File: src/design/bmw_pkg.sv
// Package: sizes, item structs and command/status types for the tree queue
`timescale 1ns / 1ps
`default_nettype none
package bmw_pkg;
  localparam int TreeDepth   = 8;
  localparam int RankBits    = 32;
  localparam int PayloadBits = 16;
  localparam int NodeCount   = (1 << TreeDepth) - 1;
  localparam int LvlBits     = $clog2(TreeDepth + 1);
  localparam int NodeBits    = TreeDepth;
  localparam int CntBits     = $clog2(2 * NodeCount + 1);
  localparam int EntryBits   = RankBits + PayloadBits;
  // one node word: two slots of {valid, count, rank, payload}
  localparam int SlotBits    = 1 + CntBits + EntryBits;
  localparam int WordBits    = 2 * SlotBits;

  localparam logic [1:0] StatDone  = 2'd0;
  localparam logic [1:0] StatEmpty = 2'd1;
  localparam logic [1:0] StatFull  = 2'd2;
  localparam logic       FuncPush  = 1'b0;
  localparam logic       FuncPop   = 1'b1;

  typedef struct packed {
    logic                   func;
    logic [RankBits-1:0]    rank;
    logic [PayloadBits-1:0] payload;
  } in_item_t;

  typedef struct packed {
    logic [1:0]             status;
    logic [RankBits-1:0]    out_rank;
    logic [PayloadBits-1:0] out_payload;
  } out_item_t;

  typedef struct packed {
    logic                   vld;
    logic [CntBits-1:0]     cnt;
    logic [RankBits-1:0]    rank;
    logic [PayloadBits-1:0] payload;
  } slot_t;

  typedef struct packed {
    slot_t s1;
    slot_t s0;
  } node_t;

  // controller -> datapath
  typedef struct packed {
    logic clear;  // write one zero node word of the clearing pass
    logic load;   // capture input item, start at root
    logic step;   // evaluate node word, write back, advance
    logic finish; // build result
  } dp_cmd_t;

  // datapath -> controller
  typedef struct packed {
    logic clr_done; // clearing pass writes its last word
    logic reject;   // full push or empty pop
    logic last;     // operation completes at this node
  } dp_stat_t;
endpackage
`default_nettype wire

File: src/design/bmw_ctrl.sv
// Controller: per-item sequencing over tree levels and output handshake
`timescale 1ns / 1ps
`default_nettype none
module bmw_ctrl
  import bmw_pkg::*;
(
  input  wire logic     clk,
  input  wire logic     rst_n,
  input  wire logic     in_valid,
  output logic          in_ready,
  output logic          out_valid,
  input  wire logic     out_ready,
  input  wire dp_stat_t stat,
  output dp_cmd_t       cmd
);
  typedef enum logic [5:0] {
    S_CLR  = 6'b000001,
    S_IDLE = 6'b000010,
    S_CHK  = 6'b000100,
    S_RD   = 6'b001000,
    S_EVAL = 6'b010000,
    S_FIN  = 6'b100000
  } state_t;

  state_t state_r, state_nxt;
  logic   ov_r, ov_nxt;

  always_comb begin
    state_nxt = state_r;
    ov_nxt    = ov_r && !out_ready;
    cmd       = '0;
    in_ready  = (state_r == S_IDLE);
    case (state_r)
      S_CLR: begin
        // clearing pass over the node memory after reset
        cmd.clear = 1'b1;
        if (stat.clr_done) state_nxt = S_IDLE;
      end
      S_IDLE: if (in_valid && in_ready) begin
        cmd.load  = 1'b1;
        state_nxt = S_CHK;
      end
      S_CHK:  state_nxt = stat.reject ? S_FIN : S_RD;
      S_RD:   state_nxt = S_EVAL;
      S_EVAL: begin
        cmd.step  = 1'b1;
        state_nxt = stat.last ? S_FIN : S_RD;
      end
      S_FIN: begin
        if (!ov_r || out_ready) begin
          cmd.finish = 1'b1;
          ov_nxt     = 1'b1;
          state_nxt  = S_IDLE;
        end
      end
      default: state_nxt = S_IDLE;
    endcase
  end

  always_ff @(posedge clk) begin
    if (!rst_n) begin
      state_r <= S_CLR;
      ov_r    <= 1'b0;
    end else begin
      state_r <= state_nxt;
      ov_r    <= ov_nxt;
    end
  end

  assign out_valid = ov_r;
endmodule
`default_nettype wire

File: config.mk
export PLATFORM = sky130hd
export DESIGN_NAME = bmw_ctrl
export DESIGN_NICKNAME = d
export VERILOG_FILES = /design/src/design/bmw_pkg.sv /design/src/design/bmw_ctrl.sv
export SDC_FILE = /design/constraint.sdc
export NUM_CORES = 1
export LEC_CHECK = 0
export BUFFER_PORTS_ARGS = -buffer_cell sky130_fd_sc_hd__buf_2
export CAP_MARGIN = 15
export CORE_AREA = 2 2 39 41
export CTS_BUF_LIST = sky130_fd_sc_hd__clkbuf_4 sky130_fd_sc_hd__clkbuf_8 sky130_fd_sc_hd__clkbuf_16
export CTS_CLUSTER_SIZE = 12
export DETAILED_ROUTE_END_ITERATION = 10
export DIE_AREA = 0 0 41 43
export GPL_TIMING_DRIVEN = 1
export SLEW_MARGIN = 20
export SYNTH_ARGS = -nofsm -noshare
export SYNTH_HDL_FRONTEND = slang
export SYNTH_SLANG_ARGS = --single-unit
File: constraint.sdc
create_clock -name clk -period 3.1 [get_ports clk]
set_clock_uncertainty 0.15 [all_clocks]
set_input_delay 0.93 -clock clk [delete_from_list [all_inputs] [get_ports clk]]
set_output_delay 0.93 -clock clk [all_outputs]
set_load 0.1 [all_outputs]
==> key figures <==
Detailed routing
  • Antenna viol nets, final: 0
  • WL final: 896 um
  • Drt initial violations: 9
  • Drt pass-1 iters: 4
  • DR WL/cell: 11.3 um
  • DRC violations left: 0
  • Via count: 399
  • Via density per instance: 5.05

Clock network
  • CTS buffer count: 3
  • Skew-Pair Late Insertion Delay: 250 ps
  • Hold buffer count at CTS: 0
  • CTS clk-pin slew, worst paths: 50 ps
  • Post-CTS Repair Setup Buffers: 0
  • Clk root buf: clkbuf_4
  • CTS Sinks: 7
  • Post-CTS resize count: 0
  • Clock Path Buffers: 2
  • Number of H-tree levels: 1
  • CTS tree: done

Timing
  • Final hold vios: 0
  • Highest Clock Rate: 0.330 GHz
  • Max Slew Vio Count: 0
  • Slew @ Worst Pin: 596 ps
  • Final setup margin: 71.0 ps
  • RSZ-0062 raised after global routing: no
  • Worst Hold Slack: 470 ps
  • Setup violators final: 0
  • Slew headroom: 59.7%
  • Crit share post-route: 97.7%
  • Min Tclk post-route: 3030 ps

Synthesis
  • Xor/xnor share of the synthesized area: 2.17%
  • Simple-gate share of the synthesized area: 44.1%
  • Yosys top cell area share: 34.8%
  • Cell area after synthesis: 403 um^2
  • Syn Area/Cell: 8.57 um^2
  • Post-synthesis sequential area ratio: 34.8%
  • Synth Area in Adders: 0%
  • Distinct cells, synth: 28
  • Synth Register Bits: 7
  • Area contributors post-synth: dfxtp_1 (35%), nor2_1 (4.7%), nor4b_1 (4.3%), or3b_2 (4.3%), a2111oi_2 (3.7%)
  • Syn nets: 54
  • YS warnings: 0
  • Mapped Cells: 47
  • Post-synth top area cell: dfxtp_1
  • Proportion of synthesized area in mux cells: 0%
  • Largest family of logic cells by synthesized area: simple AND/OR/NAND/NOR gates
  • Synth Area in Compound Gates: 15.8%

Worst setup path
  • Setup crit end: cmd[2]
  • Setup CP Type: reg -> out
  • Critical path fanouts, max: 6
  • Setup crit start kind: flip-flop
  • Critical Path End Type: primary output
  • Reg-to-reg critical path startpoint: state_r[2]$_SDFFE_PN0P_
  • CP startpoint: state_r[2]$_SDFFE_PN0P_
  • Required @ worst endpoint: 2020 ps
  • Depth of the most critical reg-to-reg path: 3
  • Reg2Reg Setup Slack: 1250 ps
  • Worst R2R End: state_r[3]$_SDFFE_PN0P_
  • Arrival time of the worst setup path: 1950 ps

Layout
  • # fillers: 141
  • Multi-input logic area: 278 um^2
  • Most common cell after layout, fill and taps aside: buf_2
  • Layout cell share with drive strength beyond 1: 42.9%
  • Fin nets: 71
  • Area growth from synthesis to layout: 34.8%
  • Ant. Diodes: 0
  • FF+latch area: 140 um^2
  • Most frequent cells in the layout: buf_2 (12), dfxtp_1 (7), clkbuf_4 (4)

Floorplan
  • Row cnt: 14
  • Die Footprint: 0.00176 mm^2
  • Core ar.: 0.00138 mm^2
  • # IOs: 13
  • Die Height: 43 um
  • DIE WIDTH: 41 um
  • Initial Util: 29.1%

Power
  • Leakage: 0.225 nW
  • Sequential Power Share: 40.3%
  • Clock power share: 37.0%
  • Power Dens Cells: 453 mW/mm^2
  • Internal power: 0.168 mW
  • Switching Share: 31.6%
  • Logic pwr share: 22.7%
  • Net switching power: 0.0779 mW
  • Peak VDD IR: 0.000154 V

Status
  • Status: completed

GRT
  • Gr ovfl total: 0
  • Largest net degree at the start of global routing: 10
  • Initial antenna violation count: 0
  • GRT Util Overall: 11.4%
  • First-pass GRT wire length: 1330 um
  • Vias in the first global route: 329

Place
  • Worst slack, placed: 335 ps
  • GPL Wtd Cong: 0.676
  • Buffers on Ports: 12
  • DP HPWL: 704 um

Hold path
  • Hold Path Class: reg -> reg

Job
  • Max-cap viol count: 0
-- worst min path at each step --
stage                       startpoint                      end  slack (ps)  cells past startpoint
6_report       state_r[2]$_SDFFE_PN0P_  state_r[4]$_SDFFE_PN0P_         470                      3
5_1_grt        state_r[4]$_SDFFE_PN0P_  state_r[5]$_SDFFE_PN0P_         500                      2
4_1_cts        state_r[2]$_SDFFE_PN0P_  state_r[4]$_SDFFE_PN0P_         460                      3
3_5_place_dp   state_r[2]$_SDFFE_PN0P_  state_r[4]$_SDFFE_PN0P_         460                      3
3_3_place_gp   state_r[2]$_SDFFE_PN0P_  state_r[4]$_SDFFE_PN0P_         460                      3
2_1_floorplan  state_r[5]$_SDFFE_PN0P_  state_r[4]$_SDFFE_PN0P_         410                      3
-- power groups by stage --
| stage | Combinational [mW] | Clock [mW] | Sequential (mW) |
|---|---|---|---|
| 6_report | 0.0560 | 0.0910 | 0.0992 |
| 5_1_grt | 0.0589 | 0.0987 | 0.0997 |
| 4_1_cts | 0.0561 | 0.0937 | 0.0990 |
| 3_5_place_dp | 0.0559 | 0 | 0.101 |
| 3_3_place_gp | 0.0562 | 0 | 0.101 |
| 2_1_floorplan | 0.0472 | 0 | 0.0971 |
-- synth_stat cells, drive strengths merged --
cell	instances
a2111oi	1
a211o	1
a211oi	1
a21oi	2
a311oi	1
and2	1
and3	1
and4bb	1
buf	1
dfxtp	7
inv	2
nand2	2
nand2b	1
nand3	2
nand3b	1
nand4b	1
nor2	5
nor2b	2
nor3	1
nor3b	1
nor4	2
nor4b	2
o21ai	1
o31a	1
or3	1
or3b	2
or4	2
xor2	1
-- state kept, by name (all words and copies together) (netlist names) --
signal     flops
out_valid      1
state_r        6
-- kinds of logic after synthesis --
family,Yosys count
AND/OR/NAND/NOR,28
buffers and inverters,3
XOR/XNOR,1
flip-flops,7
AO/OA/AOI/OAI,8
-- through the flow --
stage	utilization (%)	setup TNS [ps]	power, mW	cell area (um^2)	cells
floorplan	-	-325	0.144	430	47
global placement	37.1	0	0.157	513	75
detailed placement	37.1	0	0.157	513	75
CTS	39.2	0	0.249	543	79
global route	39.2	0	0.257	543	79
finish	39.2	0	0.246	543	79
-- critical path, stage by stage, from the launching register on --
cell and delay [ps]:
dfxtp_1 340, or4_4 600, nor3_4 200, and2_4 150, buf_2 410
-- layout make-up --
type | count | area share, %
Inverter | 2 | 1.38
Timing Repair Buffer | 13 | 12.4
Clock buffer | 4 | 5.53
Sequential cell | 7 | 25.8
Multi-Input combinational cell | 37 | 51.2
Tap cell | 16 | 3.69
-- metal layers --
metal | vias to the layer above | track usage (%) | wire, um
met5 | - | 0 | 0
met4 | 0 | 10.0 | 14
met3 | 2 | 1.57 | 34
met2 | 9 | 16.9 | 425
met1 | 177 | 13.2 | 420
li1 | 211 | - | -
Power figures use the tool's default switching activity.
